### src/hdl/vaxn_pkg.sv
// shared types and constants for the variation axis normalizer
`default_nettype none
package vaxn_pkg;

  localparam int REMAP_POINTS = 8;
  localparam int DIV1_STEPS   = 15;
  localparam int DIV2_STEPS   = 18;
  localparam int REM_W        = 32;
  localparam int NUM_W        = 18;
  localparam int DEN_W        = 32;
  localparam int QUO_W        = 18;

  localparam logic [2:0] REG_MIN   = 3'd0;
  localparam logic [2:0] REG_DEF   = 3'd1;
  localparam logic [2:0] REG_MAX   = 3'd2;
  localparam logic [2:0] REG_COUNT = 3'd3;
  localparam logic [2:0] REG_PTS01 = 3'd4;
  localparam logic [2:0] REG_PTS23 = 3'd5;
  localparam logic [2:0] REG_PTS45 = 3'd6;
  localparam logic [2:0] REG_PTS67 = 3'd7;

  localparam logic signed [15:0] NORM_POS_ONE = 16'sd16384;
  localparam logic signed [15:0] NORM_NEG_ONE = -16'sd16384;

  typedef struct packed {
    logic [31:0]        coord;
    logic               frc;
    logic signed [15:0] frc_val;
    logic               neg;
    logic signed [15:0] pto;
  } side_t;

  typedef struct packed {
    logic             valid;
    logic [REM_W-1:0] rem;
    logic [NUM_W-1:0] num;
    logic [DEN_W-1:0] den;
    logic [QUO_W-1:0] quo;
    side_t            side;
  } cell_t;

endpackage
`default_nettype wire

### src/hdl/vaxn_div_cell.sv
// one restoring divide step with its own pipeline register
`default_nettype none
module vaxn_div_cell (
  input  wire logic           clk,
  input  wire logic           rst_n,
  input  vaxn_pkg::cell_t     up_i,
  output logic                up_ready_o,
  output vaxn_pkg::cell_t     dn_o,
  input  wire logic           dn_ready_i
);

  vaxn_pkg::cell_t cell_r, cell_nxt;
  logic [vaxn_pkg::REM_W:0] trial;
  logic [vaxn_pkg::REM_W:0] diff;

  always_comb begin
    trial    = {up_i.rem, up_i.num[vaxn_pkg::NUM_W-1]};
    diff     = trial - {1'b0, up_i.den};
    cell_nxt = up_i;
    cell_nxt.num = {up_i.num[vaxn_pkg::NUM_W-2:0], 1'b0};
    if (trial >= {1'b0, up_i.den}) begin
      cell_nxt.rem = diff[vaxn_pkg::REM_W-1:0];
      cell_nxt.quo = {up_i.quo[vaxn_pkg::QUO_W-2:0], 1'b1};
    end else begin
      cell_nxt.rem = trial[vaxn_pkg::REM_W-1:0];
      cell_nxt.quo = {up_i.quo[vaxn_pkg::QUO_W-2:0], 1'b0};
    end
  end

  assign up_ready_o = !cell_r.valid || dn_ready_i;
  assign dn_o       = cell_r;

  always_ff @(posedge clk) begin
    if (!rst_n) begin
      cell_r.valid <= 1'b0;
    end else if (up_ready_o) begin
      cell_r <= cell_nxt;
    end
  end

  // partial remainder stays below the divisor on live divisions
  a_rem_bound: assert property (@(posedge clk) disable iff (!rst_n)
    cell_r.valid && !cell_r.side.frc |-> cell_r.rem < cell_r.den)
    else $error("remainder not below divisor");

  a_hold: assert property (@(posedge clk) disable iff (!rst_n)
    cell_r.valid && !dn_ready_i |=> $stable(cell_r))
    else $error("stalled cell changed");

  a_take: assert property (@(posedge clk) disable iff (!rst_n)
    up_i.valid && up_ready_o |=> cell_r.valid)
    else $error("request dropped in cell");

endmodule
`default_nettype wire

### config.mk
export PLATFORM = sky130hd
export DESIGN_NAME = vaxn_div_cell
export DESIGN_NICKNAME = d
export VERILOG_FILES = /design/src/hdl/vaxn_pkg.sv /design/src/hdl/vaxn_div_cell.sv
export SDC_FILE = /design/constraint.sdc
export NUM_CORES = 1
export LEC_CHECK = 0
export ABC_CLOCK_PERIOD_IN_PS = 13200
export BUFFER_PORTS_ARGS = -buffer_cell sky130_fd_sc_hd__buf_4
export CAP_MARGIN = 5
export CORE_MARGIN = 10
export CORE_UTILIZATION = 40
export CTS_BUF_LIST = sky130_fd_sc_hd__clkbuf_4 sky130_fd_sc_hd__clkbuf_8
export CTS_CLUSTER_DIAMETER = 120
export DETAILED_ROUTE_END_ITERATION = 10
export HOLD_SLACK_MARGIN = 0.12
export PLACE_DENSITY = 0.7
export RECOVER_POWER = 100
export SYNTH_ARGS = -nofsm -noshare
export SYNTH_HDL_FRONTEND = slang
export SYNTH_SLANG_ARGS = --single-unit
### constraint.sdc
create_clock -name clk -period 13.2 [get_ports clk]
set_clock_uncertainty 0.05 [all_clocks]
set_input_delay 0.66 -clock clk [delete_from_list [all_inputs] [get_ports clk]]
set_output_delay 0.66 -clock clk [all_outputs]
set_load 0.01 [all_outputs]
==> out/results.txt, run 1 <==
The total of buffers placed on input and output ports is 335. The synthesized-area fraction occupied by ao, oa, aoi and oai cells works out to 0.103. TritonCTS built the clock tree. The proportion of synthesized flip-flops having asynchronous set or reset came out at 0. Power comes to 0.00122 W. Routability-driven placement finished with a final weighted congestion of 0.918. Global-route usage over all layers: 0.186.

For this design the static power due to leakage is 3.79 nW. Yosys mapped the design onto 50 distinct sky130hd cell types. Yosys printed 0 warnings. Maximum frequency from static timing analysis: 171 MHz. Setup violations remaining at the end of the flow were counted as 0. Counting along the longest clock path gives a buffer depth of 2. Counting cells, the worst reg-to-reg path comes to 3.

Flip-flop count of the largest register after layout: 166. The slowest stage of the critical path belongs to the cell and2_0. At the worst endpoint, the required time is 13230 ps. Leaving out fill and tap cells, the most frequent cell in the layout is clkbuf_1. Type of origin of the critical path: a flop.

The maximum net fanout on the critical path is 83, and the final-layout fill cell count is 1699. Across all register-to-register paths, the minimum setup slack is 7350 ps. After clock tree synthesis, the repair step resized 0 gates.

Synthesis produced a netlist with a net count of 718. The measured slew at the worst slew-check pin works out to 5090 ps. The most used flip-flop cell after synthesis is edfxtp_1.

Final clock period utilization by the worst path: 0.443. The final layout contains routed wiring with a total length of 23600 um. For the number of slew-limit violations in the final report, the log shows 139.

The checks that failed: max-capacitance violations, max-slew violations. Dividing the detail-routed wire length by the instance count gives 21.5 um. In this run, CTS created clock tree buffers numbering 17. The delay of the slowest cell on the worst path is 3610 ps. The sequential area share after synthesis is 0.689, and the share of synthesized area spent on multiplexers is 0.0184.

In this run the number of H-tree levels came out at 4. Row generation in the floorplan step produced 49 rows. The worst-skew pair later-pin latency is 460 ps, and the CTS sink count is 166.

Share of layout cells above drive strength 1: 0.223. The worst-case IR drop observed on VDD is 0.0644 mV. The power density over the cells is 126 mW/mm^2.

Worst min-delay path class: input pin to flop. The first detailed-routing pass ran for 5 iterations. Initial antenna violation count: 2. For the data arrival time at the worst-slack endpoint, the log shows 5880 ps. The effective utilization at floorplan came out at 0.405. After clock tree synthesis, the clock-pin slew on the worst setup and hold paths is 110 ps. The run finished, with violations left. Max-cap violations in this run came to 2.

The start point of the worst min-delay path was up_i[15]. Compared with the post-synthesis result, the final layout area differs by 33.5%. For the final core area utilization, the log shows 0.540.

The number of global-route vias before repair is 5338. The tools report the reg-to-reg critical path startpoint as dn_o[166]. The flip-flop and latch count after synthesis was 166. For the pin count of the biggest net entering global routing, the log shows 84.

Measured along the y axis, the die boundary spans 154 um. Dominant combinational cell family by area after synthesis: compound AO/OA/AOI/OAI gates. The floorplan step defined a die boundary enclosing 0.0238 mm^2. The tools report the top-level port count as 338. Across all layers, the routed design uses 5441 vias.

The buffer count from post-CTS setup fixing was 0. The worst setup path is captured at a flop. The arithmetic-cell share of the synthesized area counting full adders, half adders and majority gates was 0.0583; the detailed-placement wirelength estimate was 18800 um. The tools report the headroom to the max-slew limit as -2.39.

The share of synthesized cell area in and, or, nand and nor gates came out at 0.0645. Setup repair after global routing left no endpoint under its margin. Leaving out fill and tap cells, the most frequent cells in the layout are clkbuf_1, edfxtp_1, clkbuf_4. The xor and xnor fraction of the mapped netlist area is 0.0328.

The first routing iteration left 345 violations. The average vias per placed instance is 4.96. Measured along the x axis, the die boundary spans 154 um. The endpoint identified for the worst register-to-register timing path is dn_o[143]. Mean post-synth cell area: 14.0 um^2. For this run the aggregate overflow at the end of global routing stands at 0. The net total in the final layout was 1056; the minimum period implied by the final worst setup slack was 5850 ps. The tree is rooted in a clkbuf_8. The first global-routing pass estimated 33600 um of wire.

The number of stages on the worst hold path was 1; the area of the core was 0.0178 mm^2. The number of hold-slack violations in the final timing report was 0; the count of nets left with antenna violations after detail routing was 0. Counting flops with a built-in enable in the synthesized netlist gives 165.

Synthesis handed over a netlist of 515 instances. The critical path goes through nand2b_1 > and2_0 > buf_4. The mapped netlist covers 0.00722 mm^2.

In this run, post-CTS hold repair placed 0 buffers. Summed over all failing endpoints, the final setup total negative slack is 0 ps. End point of the worst hold path: dn_o[15]. The type of the worst setup path was flop to flop.

After detailed routing, the number of remaining DRC violations is 0.
[per-stage QoR]
| step | cell area (um^2) | hold slack, ps | std cells | setup slack [ps] |
|---|---|---|---|---|
| 6_report | 9640 | 338 | 1097 | 7350 |
| 2_1_floorplan | 7220 | 560 | 515 | 7960 |
| 3_5_place_dp | 9940 | 507 | 1063 | 9030 |
| 5_1_grt | 9640 | 302 | 1097 | 6770 |
| 4_1_cts | 10300 | 293 | 1095 | 9540 |
| 3_3_place_gp | 9940 | 505 | 1063 | 9080 |
[critical path, delay by kind of cell, from the launching register on]
| family | cells | cell delay [ps] |
|---|---|---|
| AND/OR/NAND/NOR | 2 | 3720 |
| buffers and inverters | 1 | 1270 |
| flip-flops | 1 | 330 |
[worst max-delay path by stage]
stage          startpoint  cells after the start         to  slack (ps)
2_1_floorplan  dn_ready_i                      2    dn_o[0]        7960
3_3_place_gp    up_i[101]                     12  dn_o[140]        9080
3_5_place_dp    up_i[100]                     12  dn_o[144]        9030
4_1_cts         up_i[100]                     12  dn_o[144]        9540
5_1_grt         dn_o[166]                      3  dn_o[143]        6770
6_report        dn_o[166]                      3  dn_o[143]        7350
[logic make-up after synthesis]
kind of cell / after synthesis
flops: 166
compound gates: 119
simple gates: 100
buf+inv: 57
fa+ha+maj: 33
xor+xnor: 27
mux: 12
other cells: 1
[area by class of cell]
class / count / area (um^2) / area share
inverters: 39 / 146 / 0.0152
flip-flops and latches: 166 / 4970 / 0.516
well taps: 229 / 287 / 0.0297
clock inverters: 15 / 156 / 0.0162
diodes: 2 / 5.00 / 0.000519
clock buffers: 17 / 234 / 0.0243
repair buffers: 337 / 1840 / 0.191
multi-input cells: 292 / 1990 / 0.207
[metal layers]
layer / global-route usage / vias up / share of wire
met5: 0 / - / 0
met4: 0.0661 / 0 / 0.019
met1: 0.203 / 2585 / 0.39
met2: 0.326 / 233 / 0.51
met3: 0.0668 / 25 / 0.075
li1: - / 2598 / -
[cell usage after synthesis (all sizes together), types with 3 or more instances]
| cell type | instances | area share |
|---|---|---|
| edfxtp | 165 | 0.69 |
| a21oi | 54 | 0.037 |
| inv | 39 | 0.020 |
| nor2 | 36 | 0.019 |
| ha | 32 | 0.055 |
| nand2 | 27 | 0.014 |
| o21ai | 17 | 0.012 |
| xnor2 | 16 | 0.019 |
| a21o | 12 | 0.012 |
| buf | 12 | 0.0097 |
| xor2 | 11 | 0.013 |
| mux2 | 10 | 0.016 |
| nand3 | 8 | 0.0055 |
| nand4 | 7 | 0.0061 |
| clkbuf | 6 | 0.0033 |
| o21a | 6 | 0.0062 |
| a31oi | 5 | 0.0043 |
| nand2b | 5 | 0.0043 |
| a211oi | 4 | 0.0049 |
| nor4 | 4 | 0.0035 |
| o211ai | 4 | 0.0042 |
| o21bai | 3 | 0.0031 |
[where the power goes]
part           total [W]  internal, W  switching [W]  leakage (nW)
Clock           0.000358     0.000141       0.000217         0.197
Sequential      0.000640     0.000631     0.00000914          1.60
Combinational   0.000219    0.0000907       0.000129          1.99
Total            0.00122     0.000863       0.000354          3.79
No activity file was read; power rests on OpenSTA's default activity.
==> inputs of run 2 (changes only) <==
Settings changed: ABC_AREA from default to 1, ABC_CLOCK_PERIOD_IN_PS 13200 to 4800, PLACE_DENSITY 0.7 to 0.71.
Clock period 13.2 ns to 4.8 ns, I/O delays scaled along.
==> run 2 against run 1 <==
  * Die area up 12%
  * Sequential share of layout area down 11 points
  * Non-clock buffer count up 167
  * The run still ends with max-capacitance violations, max-slew violations left
  * Combinational power rose to 3.6 times the previous value
  * Synthesized cell count up 60%
  * Critical path depth up 13
  * Highest routed layer unchanged
  * Largest cell class unchanged
  * Via count up 37%
  * Setup slack worse by 6100 ps
  * Cell count up 48%
  * Routed wire length up 31%
  * Register-to-register slack worse by 5900 ps
==> out/results.txt, run 2 <==
The tools report the sequential cell area in the final layout as 0.00497 mm^2 (unchanged). Commonest non-fill, non-tap cells in the layout: nand2_1, clkbuf_1, dlygate4sd3_1 (was clkbuf_1, edfxtp_1, clkbuf_4). The final cell count without fillers is 1628 (was 1097), and the maximum clock insertion buffer count is 2 (unchanged). The run gives 32 (was 50) as the count of unique library cells instantiated by Yosys.

The final clock period utilization by the worst path is 0.732, and the mean post-synth cell area is 9.93 um^2 (was 14.0 um^2). The wire length per cell came out at 19.0 um (was 21.5 um). The logs give 0 (unchanged) for the residual DRC count and 3690 ps (was 5880 ps) for the data arrival time at the worst-slack endpoint. The dominant register cell in the synthesized netlist is edfxtp_1 (unchanged).

The run gives 7828 (was 5338) as the number of global-route vias before repair. The power density over the cells works out to 291 mW/mm^2 (was 126 mW/mm^2). Depth of the worst register-to-register path: 2 (was 3). The capture point of the critical path was dn_o[151] (was dn_o[143]).

The number of slew-limit violations in the final report was 167 (was 139); the chip width was 163 um (was 154 um). The reg-to-reg critical path startpoint was dn_o[166] (unchanged). The number of standard-cell rows in the floorplan is 52 (was 49), and the number of maximum-capacitance violations is 2 (unchanged).

Root cell of the clock tree: clkbuf_8 (unchanged). The logs give 0 (unchanged) for the warning count from the yosys run and 0.00820 mm^2 (was 0.00722 mm^2) for the synthesized area. The logs give 0.247 (was 0.203) for the met1 routing resource usage after global routing and 0.0266 mm^2 (was 0.0238 mm^2) for the area enclosed by the die boundary. The number of detailed-routing iterations run before antenna repair was 5 (unchanged).

The flip-flop count of the largest register after layout is 166 (unchanged), and the net total in the final layout is 1541 (was 1056). The tools report the capture instance of the worst register-to-register path as dn_o[141] (was dn_o[143]). Top cells by area, synth: edfxtp_1, nand2_1, inv_1 (was edfxtp_1, ha_1, a21oi_1). The type of the worst setup path is input pin to flop (was flop to flop). Most frequent cells after synthesis: nand2_1, edfxtp_1, inv_1 (was edfxtp_1, a21oi_1, inv_1). The tools report the switching power as 0.00113 W (was 0.000354 W). For the reg2reg setup slack, the log shows 1440 ps (was 7350 ps).

Effective utilization at floorplan: 0.405 (about the same). The endpoint kind of the worst setup timing path is a flop (unchanged). The measured slew at the worst slew-check pin is 3040 ps (was 5090 ps).

Headroom to the max-slew limit: -1.03 (was -2.39). The cell-internal power is 0.00245 W (was 0.000863 W), and the top-level port count is 338 (unchanged). The pin count of the biggest net entering global routing was 125 (was 84); the minimum period implied by the final worst setup slack was 3520 ps. The setup TNS after final layout was 0 ps (unchanged). The total of buffers placed on input and output ports is 335 (unchanged). For the synthesized net count, the log shows 1029 (was 718). The total number of H-tree levels is 4 (unchanged), and the sequential area share after synthesis is 0.607 (was 0.689). The layout overhead on the synthesized area was 49.9% (was 33.5%). The number of DRC markers after the initial detailed-route iteration is 493 (was 345), and the worst-skew pair later-pin latency is 470 ps (was 460 ps). The tools report the sequential share of power as 0.493 (was 0.526). The top-area cell type share of the netlist area is 0.604 (was 0.687), and the share of layout cells above drive strength 1 is 0.151 (was 0.223). TritonCTS built the clock tree. The leftover overflow at the end of global routing was 0 (unchanged); the detailed-placement wirelength estimate was 21300 um (was 18800 um). The switching share of power was 0.315 (was 0.291); the proportion of synthesized flip-flops having asynchronous set or reset was 0 (unchanged).

Setup repair after global routing left no endpoint under its margin. Maximum net fanout on the critical path: 35 (was 83). The tools report the count of nets left with antenna violations after detail routing as 0 (unchanged). For the static power due to leakage, the log shows 5.57 nW (was 3.79 nW). The final estimated routing congestion in global placement was 0.883 (was 0.918).

The logs give 0 (unchanged) for the number of hold-slack violations in the final timing report and 0.00358 W (was 0.00122 W) for the overall power. The synthesized instance count was 826 (was 515). The number of enable-type register cells in the synthesized netlist was 165 (unchanged).

Via count: 7459 (was 5441). For the required time reported for the critical path endpoint, the log shows 4970 ps (was 13230 ps). The global-route wire length before repair came out at 46200 um (was 33600 um). For the buffer count from post-CTS setup fixing, the log shows 0 (unchanged). The library cell occupying the most area in the post-synthesis netlist is edfxtp_1 (unchanged).

For the placed instance count, the log shows 1423 (was 1063). The average vias per placed instance was 4.58 (was 4.96); the final-layout fill cell count was 1856 (was 1699). For the global routing usage on met2, the log shows 0.425 (was 0.326).

Total of cells resized after clock tree synthesis: 0 (unchanged). Commonest non-fill, non-tap cell in the layout: nand2_1 (was clkbuf_1). Failing checks: max-capacitance violations, max-slew violations (unchanged). The met3 layer usage reported by global route was 0.0524 (was 0.0668); the multi-input logic area was 0.00247 mm^2 (was 0.00199 mm^2). The maximum frequency from static timing analysis is 284 MHz, and the number of buffers created by CTS is 17 (unchanged). The logs give 0.287 (was 0.294) for the part of the total power dissipated in the clock network and 0.0202 mm^2 (was 0.0178 mm^2) for the area of the core. Worst min-delay path class: input pin to flop (unchanged).

The logs give 0 (unchanged) for the setup violation total in the final timing report and 0.227 (was 0.186) for the global-route usage over all layers. The floorplan die height came out at 163 um (was 154 um). The run finished, with violations left.

For the maximum resistive drop on vdd, the log shows 0.161 mV (was 0.0644 mV). Launching element of the worst setup path: up_i[87] (was dn_o[166]). The dominant cell by count in the synthesized netlist is nand2_1 (was edfxtp_1). The flip-flop and latch count after synthesis came out at 166 (unchanged). The logs give 166 (unchanged) for the CTS sink count and 30900 um (was 23600 um) for the overall routed net length. Most used routing layer: met2 (unchanged). Type of origin of the critical path: an input pin (was a flop). The initial antenna violation count came out at 7 (was 2). The part of the total power dissipated in combinational logic was 0.221 (was 0.180); the clock transition time at the flip-flop clock pins of the worst setup and hold paths was 120 ps (was 110 ps).
[run 2: area by class of cell]
type                    instances  area share
multi-input cells             494       0.201
flip-flops and latches        166       0.405
clock buffers                  17      0.0190
inverters                     155      0.0473
repair buffers                504       0.286
clock inverters                15      0.0124
well taps                     270      0.0275
diodes                          7     0.00143
[run 2: what timing repair did]
item	4_1_cts	5_1_grt
hold endpoints to repair	165	0
hold buffers	166	0
setup endpoints to repair	0	0
[run 2: how the worst min path moves through the flow]
stage | start | endpoint | slack (ps) | cells past startpoint
6_report | up_i[129] | dn_o[130] | 450 | 2
3_5_place_dp | up_i[38] | dn_o[38] | 370 | 1
2_1_floorplan | up_i[0] | dn_o[0] | 290 | 0
3_3_place_gp | up_i[129] | dn_o[130] | 370 | 1
4_1_cts | up_i[11] | dn_o[11] | 420 | 2
5_1_grt | up_i[22] | dn_o[22] | 430 | 2
[run 2: cells by family (layout without fill, tap and decap cells)]
group,after synthesis,in the layout,synth area share
other,1,8,0.000457
AOI/OAI and AO/OA,26,26,0.0162
adders and majority gates,33,33,0.0513
DFF,166,166,0.607
buffers and inverters,166,691,0.0818
and+or+nand+nor,420,420,0.229
xor gates and xnor gates,14,14,0.0150
[run 2: layer usage]
metal	share of wire	up-vias	wire length (um)
li1	-	3687	-
met5	0	-	0
met4	0.018	0	558
met3	0.060	37	1850
met2	0.54	276	16600
met1	0.39	3459	11900
[run 2: stage by stage]
step | setup WS, ps | hold WS (ps) | cell area, um^2 | util
after global routing | 969 | 434 | 12300 | 0.607
final | 1280 | 447 | 12300 | 0.607
after CTS | 2140 | 416 | 13100 | 0.645
after global placement | 2170 | 368 | 11000 | 0.544
after floorplan | 1220 | 289 | 8210 | -
after detailed placement | 2160 | 369 | 11000 | 0.544
[run 2: power groups by stage]
stage | combinational, W | clock, W | sequential (W)
after CTS | 0.000889 | 0.00103 | 0.00175
after floorplan | 0.000340 | 0 | 0.00185
after detailed placement | 0.000766 | 0 | 0.00178
after global placement | 0.000758 | 0 | 0.00178
final | 0.000789 | 0.00103 | 0.00176
after global routing | 0.000877 | 0.00110 | 0.00177
[run 2: critical path, cell delays in order]
cell and delay (ps):
dlygate4sd3_1 530, clkbuf_4 130, inv_1 40, ha_1 380, nand2_2 140, inv_1 40, nand2_1 70, nand2_1 50
nand2_1 60, nand3_2 140, nand2_2 110, nand2_2 50, nand2_1 1000, nand2_8 380, nand3_1 250, nand2_1 60
